===== src/rtl/bfa_pkg.sv =====
`timescale 1ns / 1ps

package bfa_pkg;

  // Fixed field widths of the ports
  localparam int FUNC_W  = 1;
  localparam int ENTRY_W = 4;
  localparam int SIZE_W  = 16;
  localparam int CFG_W   = 5;
  localparam int CHOSEN_W = 4;

  // Request function codes
  localparam logic [FUNC_W-1:0] FUNC_LOAD  = 1'b0;
  localparam logic [FUNC_W-1:0] FUNC_ALLOC = 1'b1;

  typedef enum logic [1:0] {
    ST_IDLE,    // waiting for a request
    ST_SCAN,    // issuing table reads, one entry a cycle
    ST_LAST,    // comparing the last entry read
    ST_FINISH   // write back the winner and post the result
  } state_t;

endpackage


===== src/rtl/best_fit_block_allocator_unit.sv =====
`timescale 1ns / 1ps

// Channel   Direction  Handshake              Payload
// in_       input      in_valid / in_ready    in_func, in_entry_index, in_size_value
// out_      output     out_valid / out_ready  out_found, out_chosen_block
// cfg_      input      cfg_we (no wait)       cfg_data (blocks_in_use)
//
// Load: writes one table entry, if its index lies within the table. Allocate, with
// N = min(blocks_in_use, MAX_BLOCKS): N table reads feed the shared compare unit, the
// LAST state compares the last entry and the FINISH state writes back the winner, if
// any, and posts the result; a new request can be taken as soon as out_valid rises.
// Reset clears the sequencer, the result slot and blocks_in_use, not the table.
// A waiting result holds an allocate in its last cycle, in_ready low, until out_ready.

module best_fit_block_allocator_unit #(
  parameter int MAX_BLOCKS = 16,
  parameter int SIZE_BITS  = 16
) (
  input  logic                         clk,
  input  logic                         rst_n,
  // request channel
  input  logic                         in_valid,
  output logic                         in_ready,
  input  logic [bfa_pkg::FUNC_W-1:0]   in_func,
  input  logic [bfa_pkg::ENTRY_W-1:0]  in_entry_index,
  input  logic [bfa_pkg::SIZE_W-1:0]   in_size_value,
  // result channel
  output logic                         out_valid,
  input  logic                         out_ready,
  output logic                         out_found,
  output logic [bfa_pkg::CHOSEN_W-1:0] out_chosen_block,
  // configuration
  input  logic                         cfg_we,
  input  logic [bfa_pkg::CFG_W-1:0]    cfg_data
);

  localparam int IDX_W = (MAX_BLOCKS > 1) ? $clog2(MAX_BLOCKS) : 1;
  localparam int CNT_W = $clog2(MAX_BLOCKS + 1);

  bfa_pkg::state_t state_r, state_nxt;

  logic [bfa_pkg::CFG_W-1:0] cfg_r;
  logic [CNT_W-1:0]          limit;
  logic [CNT_W-1:0]          cnt_r, cnt_nxt;
  logic                      rd_vld_r, rd_vld_nxt;
  logic [IDX_W-1:0]          rd_idx_r, rd_idx_nxt;
  logic [SIZE_BITS-1:0]      req_r, req_nxt;
  logic                      have_r, have_nxt;
  logic [IDX_W-1:0]          best_idx_r, best_idx_nxt;
  logic [SIZE_BITS-1:0]      best_val_r, best_val_nxt;
  logic                      out_valid_r, out_valid_nxt;
  logic                      found_r, found_nxt;
  logic [bfa_pkg::CHOSEN_W-1:0] chosen_r, chosen_nxt;

  logic                 in_acc;
  logic                 out_free;
  logic                 is_load;
  logic                 load_ok;
  logic                 last_issue;
  logic [31:0]          entry_ext;
  logic [31:0]          size_ext;
  logic [31:0]          best_ext;
  logic [SIZE_BITS-1:0] in_size;

  // table ports
  logic                 tbl_we;
  logic [IDX_W-1:0]     tbl_waddr;
  logic [SIZE_BITS-1:0] tbl_wdata;
  logic [SIZE_BITS-1:0] tbl_rdata;

  // shared compare unit
  logic fits, better, take;

  assign in_ready  = (state_r == bfa_pkg::ST_IDLE);
  assign in_acc    = in_valid && in_ready;
  assign out_free  = !out_valid_r || out_ready;
  assign is_load   = (in_func == bfa_pkg::FUNC_LOAD);
  assign entry_ext = 32'(in_entry_index);
  assign size_ext  = 32'(in_size_value);
  assign in_size   = size_ext[SIZE_BITS-1:0];
  assign load_ok   = (entry_ext < 32'(MAX_BLOCKS));
  assign best_ext  = 32'(best_idx_r);

  // entries beyond the table do not take part
  assign limit = (32'(cfg_r) > 32'(MAX_BLOCKS)) ? CNT_W'(MAX_BLOCKS) : CNT_W'(cfg_r);
  assign last_issue = (cnt_r == limit - CNT_W'(1));

  assign fits   = (tbl_rdata >= req_r);
  assign better = !have_r || (best_val_r > tbl_rdata);  // strict: lowest index wins ties
  assign take   = rd_vld_r && fits && better;

  bfa_table #(
    .DEPTH  (MAX_BLOCKS),
    .IDX_W  (IDX_W),
    .DATA_W (SIZE_BITS)
  ) u_table (
    .clk   (clk),
    .we    (tbl_we),
    .waddr (tbl_waddr),
    .wdata (tbl_wdata),
    .raddr (cnt_r[IDX_W-1:0]),
    .rdata (tbl_rdata)
  );

  // next state
  always_comb begin
    state_nxt = state_r;
    unique case (state_r)
      bfa_pkg::ST_IDLE: begin
        if (in_acc && !is_load) begin
          state_nxt = (limit == '0) ? bfa_pkg::ST_FINISH : bfa_pkg::ST_SCAN;
        end
      end
      bfa_pkg::ST_SCAN: begin
        if (last_issue) begin
          state_nxt = bfa_pkg::ST_LAST;
        end
      end
      bfa_pkg::ST_LAST: begin
        state_nxt = bfa_pkg::ST_FINISH;
      end
      bfa_pkg::ST_FINISH: begin
        if (out_free) begin
          state_nxt = bfa_pkg::ST_IDLE;
        end
      end
      default: state_nxt = bfa_pkg::ST_IDLE;
    endcase
  end

  // datapath and outputs
  always_comb begin
    cnt_nxt       = cnt_r;
    rd_vld_nxt    = 1'b0;
    rd_idx_nxt    = cnt_r[IDX_W-1:0];
    req_nxt       = req_r;
    have_nxt      = have_r;
    best_idx_nxt  = best_idx_r;
    best_val_nxt  = best_val_r;
    out_valid_nxt = out_valid_r && !out_ready;
    found_nxt     = found_r;
    chosen_nxt    = chosen_r;
    tbl_we        = 1'b0;
    tbl_waddr     = entry_ext[IDX_W-1:0];
    tbl_wdata     = in_size;

    // compare the entry read last cycle
    if (take) begin
      have_nxt     = 1'b1;
      best_idx_nxt = rd_idx_r;
      best_val_nxt = tbl_rdata;
    end

    unique case (state_r)
      bfa_pkg::ST_IDLE: begin
        if (in_acc) begin
          if (is_load) begin
            tbl_we = load_ok;
          end else begin
            req_nxt  = in_size;
            have_nxt = 1'b0;
            cnt_nxt  = '0;
          end
        end
      end
      bfa_pkg::ST_SCAN: begin
        rd_vld_nxt = 1'b1;
        cnt_nxt    = cnt_r + CNT_W'(1);
      end
      bfa_pkg::ST_LAST: begin
      end
      bfa_pkg::ST_FINISH: begin
        if (out_free) begin
          tbl_we        = have_r;
          tbl_waddr     = best_idx_r;
          tbl_wdata     = best_val_r - req_r;
          out_valid_nxt = 1'b1;
          found_nxt     = have_r;
          chosen_nxt    = have_r ? best_ext[bfa_pkg::CHOSEN_W-1:0] : '0;
        end
      end
      default: begin
      end
    endcase
  end

  always_ff @(posedge clk) begin
    if (!rst_n) begin
      state_r     <= bfa_pkg::ST_IDLE;
      cfg_r       <= '0;
      out_valid_r <= 1'b0;
      rd_vld_r    <= 1'b0;
      have_r      <= 1'b0;
      cnt_r       <= '0;
    end else begin
      state_r     <= state_nxt;
      out_valid_r <= out_valid_nxt;
      rd_vld_r    <= rd_vld_nxt;
      have_r      <= have_nxt;
      cnt_r       <= cnt_nxt;
      if (cfg_we) begin
        cfg_r <= cfg_data;
      end
    end
  end

  // payload registers
  always_ff @(posedge clk) begin
    rd_idx_r   <= rd_idx_nxt;
    req_r      <= req_nxt;
    best_idx_r <= best_idx_nxt;
    best_val_r <= best_val_nxt;
    found_r    <= found_nxt;
    chosen_r   <= chosen_nxt;
  end

  assign out_valid        = out_valid_r;
  assign out_found        = found_r;
  assign out_chosen_block = chosen_r;

endmodule


===== src/rtl/bfa_table.sv =====
`timescale 1ns / 1ps

module bfa_table #(
  parameter int DEPTH  = 16,
  parameter int IDX_W  = 4,
  parameter int DATA_W = 16
) (
  input  logic              clk,
  input  logic              we,
  input  logic [IDX_W-1:0]  waddr,
  input  logic [DATA_W-1:0] wdata,
  input  logic [IDX_W-1:0]  raddr,
  output logic [DATA_W-1:0] rdata
);

  logic [DATA_W-1:0] mem [DEPTH];
  logic [DATA_W-1:0] rdata_r;

  // Single write port, registered read; contents undefined until loaded.
  always_ff @(posedge clk) begin
    if (we) begin
      mem[waddr] <= wdata;
    end
    rdata_r <= mem[raddr];
  end

  assign rdata = rdata_r;

endmodule

===== config.mk =====
export PLATFORM = sky130hd
export DESIGN_NAME = best_fit_block_allocator_unit
export DESIGN_NICKNAME = d
export VERILOG_FILES = /design/src/rtl/bfa_pkg.sv /design/src/rtl/best_fit_block_allocator_unit.sv /design/src/rtl/bfa_table.sv
export SDC_FILE = /design/constraint.sdc
export NUM_CORES = 1
export LEC_CHECK = 0
export BUFFER_PORTS_ARGS = -buffer_cell sky130_fd_sc_hd__buf_4
export CAP_MARGIN = 20
export CORE_AREA = 2 2 173 175
export CTS_BUF_LIST = sky130_fd_sc_hd__clkbuf_2
export DETAILED_ROUTE_END_ITERATION = 10
export DIE_AREA = 0 0 175 177
export PLACE_DENSITY = 0.68
export SYNTH_ARGS = -nofsm -noshare
export SYNTH_HDL_FRONTEND = slang
export SYNTH_SLANG_ARGS = --single-unit

===== constraint.sdc =====
create_clock -name clk -period 10.05 [get_ports clk]
set_input_delay 1.5075 -clock clk [delete_from_list [all_inputs] [get_ports clk]]
set_output_delay 1.5075 -clock clk [all_outputs]
set_load 0.03 [all_outputs]

---- Yosys cells after proc, flatten, opt, wreduce, memory -nomap -nowiden ----
Memories as Yosys holds them, arrays and structs flattened. A register that Yosys moved wholly into a read port is not among the register bits.
Index checks and enable logic that the tools add are counted.
storage, ports and cells
  register bits ........................... 60
  memory bits (writable) .................. 256
  input port bits ......................... 31
  output and inout port bits .............. 7
  logic and storage cells ................. 72
  memories kept ........................... 1
cells by class
  add/sub/neg operators ................... 3
  magnitude comparators ................... 4
  equal/unequal tests ..................... 9
  multiplexer cells ....................... 26
  reduce and logical (&&, ||, !) cells .... 17
memories
  name         depth  bits a word  read ports  clocked after Yosys merged registers in  wr ports  line             RTL
  u_table.mem  16     16           1           1                                        1         bfa_table.sv:16  logic [DATA_W-1:0] mem [DEPTH];
operator list
  kind                 number
  $mux 16              2
  $ge 16x16->1         1
  $gt 16x16->1         1
  $sub 16x16->16       1
  $mux 5               3
  $mux 1               12
  $pmux 5 s2           1
  $reduce_and 3->1     3
  $mux 2               4
  $mux 4               2
  $pmux 2 s4           1
  $ne 2x1->1 const B   3
  $add 5x1->5 const B  1
  $eq 5x5->1           1
  $gt 5x5->1 const B   1
  $logic_and 1x1->1    5
  $logic_not 5->1      1
  $lt 4x5->1 const B   1
  $sub 5x1->5 const B  1
  $eq 2x2->1 const B   2
  $ne 2x2->1 const B   2
  $logic_not 1->1      3
  $eq 2x1->1 const B   1
  $logic_not 2->1      1
  4 further kinds      5

---- Longest topological paths before layout ----
Gate-level depths: netlist of run 1.
  depth in word-level cells ............... 7
  depth in mapped cells ................... 9
  mapped depth without buffers ............ 9

---- Hierarchy ----
A second synthesis of run 1 with hierarchy kept.
unflattened totals
  cells, all modules ...................... 840
  area, all modules ....................... 14038.5 sq um
modules (own cells, without submodules)
  module                         times used  cells each  area each (sq um)  sequential area each (sq um)
  bfa_table                      1           432         10042.1            8007.7
  best_fit_block_allocator_unit  1           408         3996.3             1611.5

---- Least setup slack after synthesis of run 1 ----
No wires, ideal clock.
  path type ............................... input port to flip-flop
  from .................................... in out_ready
  to ...................................... mem u_table.mem[2][0] (enable)
  setup time .............................. 0.390 ns
  arrival ................................. 3.195 ns
  required time ........................... 9.660 ns
  path slack .............................. 6.465 ns
  cell stages on the path ................. 8
  path buffers ............................ 1
  path through ............................ nand2b_1 > nand2_1 > inv_2 > buf_2 > nand3b_1 > o31a_1 > nor3_1 > nor2b_1
on the way
  longest elaborated chain between the ends .. 5
  elaborated cells between the ends (all ways) .. 7
  those cells by class .................... 6 x mux; 1 x reduce/logical
RTL lines
  element                       line                                  RTL
  from (decl)                   best_fit_block_allocator_unit.sv:29   input logic out_ready,
  $logic_or 1x1->1 *            best_fit_block_allocator_unit.sv:76   assign out_free = !out_valid_r || out_ready;
  $mux 1                        best_fit_block_allocator_unit.sv:173  if (out_free) begin
  $pmux 1 s2                    best_fit_block_allocator_unit.sv:154  unique case (state_r)
  $mux 1                        bfa_table.sv:21                       if (we) begin
  $mux 1 (not written as such)  bfa_table.sv:22                       mem[waddr] <= wdata;
  to (decl)                     bfa_table.sv:16
Every way passes the cells marked *; elsewhere a longest branch is shown, timed or not.

---- Worst setup path in the final report of run 1 ----
  from .................................... in out_ready
  to ...................................... mem u_table.mem[2][7] (enable)
Same word-level chain as after synthesis.

==> impl_metrics.yaml, run 1 <==
clock_tree:
  root_buffer: "clkbuf_2"
  htree_levels: 3
  clk_pin_slew_ps: 100
  ctsResizeCount: 0
  cts-hold-fix-buffers: 0
  cts_sinks: 332
  numCtsBuffers: 84
  cts_setup_buffers: 0
  clk_latency_ps: 870
  cts_tree: "yes"
  clockBufferDepth: 3
hold_path:
  whs_endpoint: "best_idx_r[0]"
  hp-start: "rd_idx_r[0]"
  hold_depth: 0
  hold_class: "reg2reg"
die:
  die_h_um: 177
  fp.dieW_um: 175
  start_util: 0.4887
  ioPinCount: 38
  fp-row-count: 63
  dieArea_um2: 30980
  coreArea_um2: 29240
placed_design:
  place_hpwl_mm: 18.96
  place_ws_ps: 5723
  placedCellCount: 1230
  io_buffers: 37
  gp_congestion: 0.7923
worst_setup_path:
  cp.arrival_ps: 3970
  crit_required_ps: 10500
  r2r-end: "u_table.mem[2][7]"
  crit_path_top_delay_cell: "nor2b_2"
  endpoint_kind: "flip-flop"
  criticalPathCategory: "in2reg"
  cp_max_fo: 41
  critPathMaxStageDelay_ps: 840
  r2r-start: "state_r[0]"
  start_kind: "input pin"
  crit_path_frequent_cell: "buf_4"
  r2r_cells: 7
  path_cells: "buf_4, nand2b_1, nand2_1, buf_4, inv_2, o31a_1, nor3_1, nor2b_2"
  rrSetupSlack_ps: 6830
power_and_ir_drop:
  total_power_w: 0.003058
  leakagePower_nw: 5.752
  power_density_nw_per_um2: 193.0
  max-vdd-ir-drop_mv: 0.08895
timing:
  rsz0062_at_grt: "no"
  setup_ws_ps: 6537
  final_hold_viol_count: 0
  fin_crit_sh: 0.3496
  clock_skew_ps: 69.72
  setup_violations: 0
  clock.fmax_ghz: 0.2846
  tightest_slew_ps: 958.5
  fin_setup_tns_ps: 0
  period_needed_ps: 3514
  maxSlewViolCount: 0
  slew_headroom: 0.3610
finish:
  layout_common_cells: "edfxtp_1, clkbuf_2, buf_4, ha_1, mux4_1"
  num-nets-final: 1014
  final_common_cell: "edfxtp_1"
  final_cells: 1390
  area_delta_synth_final_pct: 10.87
  drive_gt1_frac: 0.2362
global_routing:
  grt_overflow_total: 0
  grt_start_max_net_pins: 70
  grt.total_usage: 0.1918
  grt_pass1_vias: 7790
  grt_pass1_wl_mm: 44.55
  antenna_found_initial: 1
yosys:
  synth_top_area_share: 0.6241
  synth_area_leaders: "edfxtp_1, mux4_1, dfxtp_1, mux4_2, ha_1"
  synthFlopType: "edfxtp_1"
  yosysWarnings: 0
  synth_cells: 812
  synth_area_leader_cell: "edfxtp_1"
  synthArstFlopShare: 0
  synth.distinct_cells: 56
  syn_area_um2: 14290
  ys_seq_area_frac: 0.6731
  synth_seq_cells: 332
  syn_nets: 897
  synth_edf_count: 297
  avgSynthCellArea_um2: 17.60
routing:
  drc_errors: 0
  wl_per_cell_um: 20.77
  drt_pass1_iterations: 6
  met3_length_mm: 2.014
  wl_met2_mm: 13.15
  vias: 7663
  routed_via_density: 5.513
  maxUsedRoutingLayer: "met4"
  wirelength_mm: 28.87
  met1Wirelength_mm: 13.15
  ant_nets: 0
  drtIter0Drc: 654
job:
  cap_violations: 0
status:
  status: "finished, final reports clean"
-- cell families (layout without fill, tap and decap cells) --
| logic type | Yosys count | count (layout) | share of synthesized area |
|---|---|---|---|
| other | 0 | 1 | 0 |
| AOI/OAI and AO/OA | 92 | 92 | 0.04229 |
| DFF | 332 | 332 | 0.6731 |
| and+or+nand+nor | 153 | 153 | 0.05498 |
| adders and majority gates | 54 | 54 | 0.04780 |
| buffers and inverters | 74 | 261 | 0.02513 |
| xor gates and xnor gates | 18 | 18 | 0.01103 |
| muxes | 89 | 89 | 0.1457 |
-- sequential cells by signal, summed over array words and instances (netlist names), 4 cells and up --
register          flops
best_idx_r            4
u_table.rdata        16
rd_idx_r              4
best_val_r           16
out_chosen_block      4
u_table.mem         256
cfg_r                 5
req_r                16
cnt_r                 5
-- worst max path at each step --
| stage | slack [ps] | startpoint | endpoint |
|---|---|---|---|
| 3_3_place_gp | 5750 | out_ready | u_table.mem[2][1] |
| 4_1_cts | 6600 | state_r[0] | in_ready |
| 2_1_floorplan | 6460 | out_ready | u_table.mem[2][0] |
| 3_5_place_dp | 5720 | out_ready | u_table.mem[2][3] |
| 6_report | 6540 | out_ready | u_table.mem[2][7] |
| 5_1_grt | 6420 | out_ready | u_table.mem[2][15] |
-- layer usage --
layer | up-vias | global-route usage
li1 | 3535 | -
met1 | 3804 | 0.2791
met2 | 274 | 0.2866
met3 | 50 | 0.04704
met4 | 0 | 0.06285
met5 | - | 0
-- worst max-delay path: cells and delay by family --
family                 cells  cell delay [ps]
AO/OA/AOI/OAI              1              290
buffers and inverters      3              690
AND/OR/NAND/NOR            4             1450
-- Yosys cell counts, drive strengths merged (14+ instances only) --
cell,number
a21oi,15
buf,18
o21ai,29
nor2b,14
edfxtp,297
nand2,45
mux4,80
dfxtp,35
inv,47
ha,53
and2,15
nor2,18
-- where the power goes --
group	total, W	switching (W)	internal, W
logic	0.000518	0.000296	0.000223
registers	0.00165	0.0000467	0.00160
clock network	0.000893	0.000529	0.000364
total	0.00306	0.000871	0.00219
-- per-stage QoR --
step	util	hold slack, ps	cell area [µm²]
final	0.5418	404.4	15850
after global routing	0.5418	415.8	15850
after CTS	0.5410	409.2	15820
after detailed placement	0.5144	388.7	15040
after global placement	0.5144	385.8	15040
after floorplan	-	359.2	14290
-- cell type report --
class                           count  area [µm²]
Multi-Input combinational cell    406        4340
Timing Repair Buffer               58       435.4
Inverter                           47       176.4
Clock buffer                      127       635.6
Clock inverter                     29       142.6
Antenna cell                        1       2.502
Sequential cell                   332        9624
Fill cell                        2331       13400
Tap cell                          390       488.0
(Power assumes the default switching activity.)
==> run 2, diff against run 1 <==
Clock period 10.05 ns to 3.6 ns, I/O delays scaled along.
==> impl_metrics.yaml, run 2 (same netlist as run 1, synthesis figures left out) <==
status:
  status: "finished, final reports clean"
clock_tree:
  numCtsBuffers: 83
  root_buffer: "clkbuf_2"
  htree_levels: 3
  cts-hold-fix-buffers: 35
  ctsResizeCount: 0
  clockBufferDepth: 3
  cts_sinks: 332
  clk_pin_slew_ps: 110
  clk_latency_ps: 890
  cts_tree: "yes"
  cts_setup_buffers: 0
worst_setup_path:
  start_kind: "flip-flop"
  r2r_cells: 8
  critPathMaxStageDelay_ps: 480
  crit_path_top_delay_cell: "nand3_1"
  cp.arrival_ps: 3260
  path_cells: "ha_1, fa_1, nand2b_1, a21oi_1, o21ai_1, nand2_1, or3_1, nand3_1"
  crit_required_ps: 4010
  cp_max_fo: 16
  criticalPathCategory: "reg2reg"
  endpoint_kind: "flip-flop"
die:
  coreArea_um2: 29240
  fp-row-count: 63
  die_h_um: 177
  dieArea_um2: 30980
  ioPinCount: 38
  start_util: 0.4887
  fp.dieW_um: 175
power_and_ir_drop:
  power_density_nw_per_um2: 525.8
  total_power_w: 0.008625
  max-vdd-ir-drop_mv: 0.1903
  leakagePower_nw: 6.013
hold_path:
  hold_depth: 5
  hold_class: "in2reg"
timing:
  final_hold_viol_count: 0
  tightest_slew_ps: 742.5
  period_needed_ps: 2844
  maxSlewViolCount: 0
  fin_setup_tns_ps: 0
  setup_ws_ps: 756.0
  rsz0062_at_grt: "no"
  slew_headroom: 0.5045
  fin_crit_sh: 0.7900
  clock_skew_ps: 61.73
  clock.fmax_ghz: 0.3516
  setup_violations: 0
finish:
  largest_register: "u_table.mem"
  largest_reg_flops: 256
  num-nets-final: 1068
  layout_common_cells: "edfxtp_1, clkbuf_2, buf_4, ha_1, mux4_1"
  area_delta_synth_final_pct: 14.79
  final_common_cell: "edfxtp_1"
  drive_gt1_frac: 0.2421
  fillCellCount: 2271
global_routing:
  antenna_found_initial: 1
  grt_start_max_net_pins: 64
  grt_overflow_total: 0
  grt_pass1_wl_mm: 45.49
  grt.total_usage: 0.1979
  grt_pass1_vias: 8086
routing:
  ant_nets: 0
  drc_errors: 0
  wl_per_cell_um: 20.75
  drt_pass1_iterations: 5
  routed_via_density: 5.465
  drtIter0Drc: 602
  wirelength_mm: 29.88
  vias: 7869
placed_design:
  place_ws_ps: 789.2
  place_hpwl_mm: 18.49
  gp_congestion: 0.8029
  io_buffers: 37
job:
  cap_violations: 0
-- run 2: final timing paths --
path                                  start  slack, ps             endpoint
worst max-delay path               req_r[0]        760  u_table.mem[11][14]
worst min-delay path               in_valid        220             cnt_r[1]
worst max register to register     req_r[0]        760  u_table.mem[11][14]
worst min register to register  rd_idx_r[3]        410        best_idx_r[3]
-- run 2: cell type report --
| class | instances | area [µm²] | share of cell area |
|---|---|---|---|
| inverter | 47 | 176.4 | 0.01075 |
| tap | 390 | 488.0 | 0.02975 |
| sequential | 332 | 9624 | 0.5867 |
| multi-input combinational | 406 | 4340 | 0.2646 |
| timing repair buffer | 113 | 973.4 | 0.05934 |
| antenna | 1 | 2.502 | 0.0001525 |
| clock buffer | 119 | 595.6 | 0.03631 |
| clock inverter | 32 | 203.9 | 0.01243 |
-- run 2: through the flow --
stage / hold WS, ps / utilization / area, µm² / instances
finish: 216.5 / 0.5609 / 16400 / 1440
global route: 199.9 / 0.5609 / 16400 / 1440
CTS: 137.4 / 0.5606 / 16390 / 1438
detailed placement: 390.4 / 0.5213 / 15240 / 1252
global placement: 386.4 / 0.5213 / 15240 / 1252
floorplan: 359.2 / - / 14290 / 812
-- run 2: power breakdown --
group | leakage, nW | switching, W | internal, W
registers | 2.97 | 0.000120 | 0.00447
logic | 2.45 | 0.000807 | 0.000674
clock network | 0.591 | 0.00151 | 0.00105
total | 6.01 | 0.00243 | 0.00619
-- run 2: metal layers --
layer  up-vias  share of wire  global-route usage
met5         -              0                   0
met4         0          0.016             0.06701
met3        41          0.059             0.04059
met2       254           0.49              0.3295
met1      3919           0.43              0.2623
li1       3655              -                   -
-- run 2: worst max-delay path: cells and delay by family, from the launching register on --
family | cells | cell delay (ps)
fa+ha+maj | 2 | 650
compound gates | 2 | 400
flops | 1 | 420
simple gates | 4 | 910
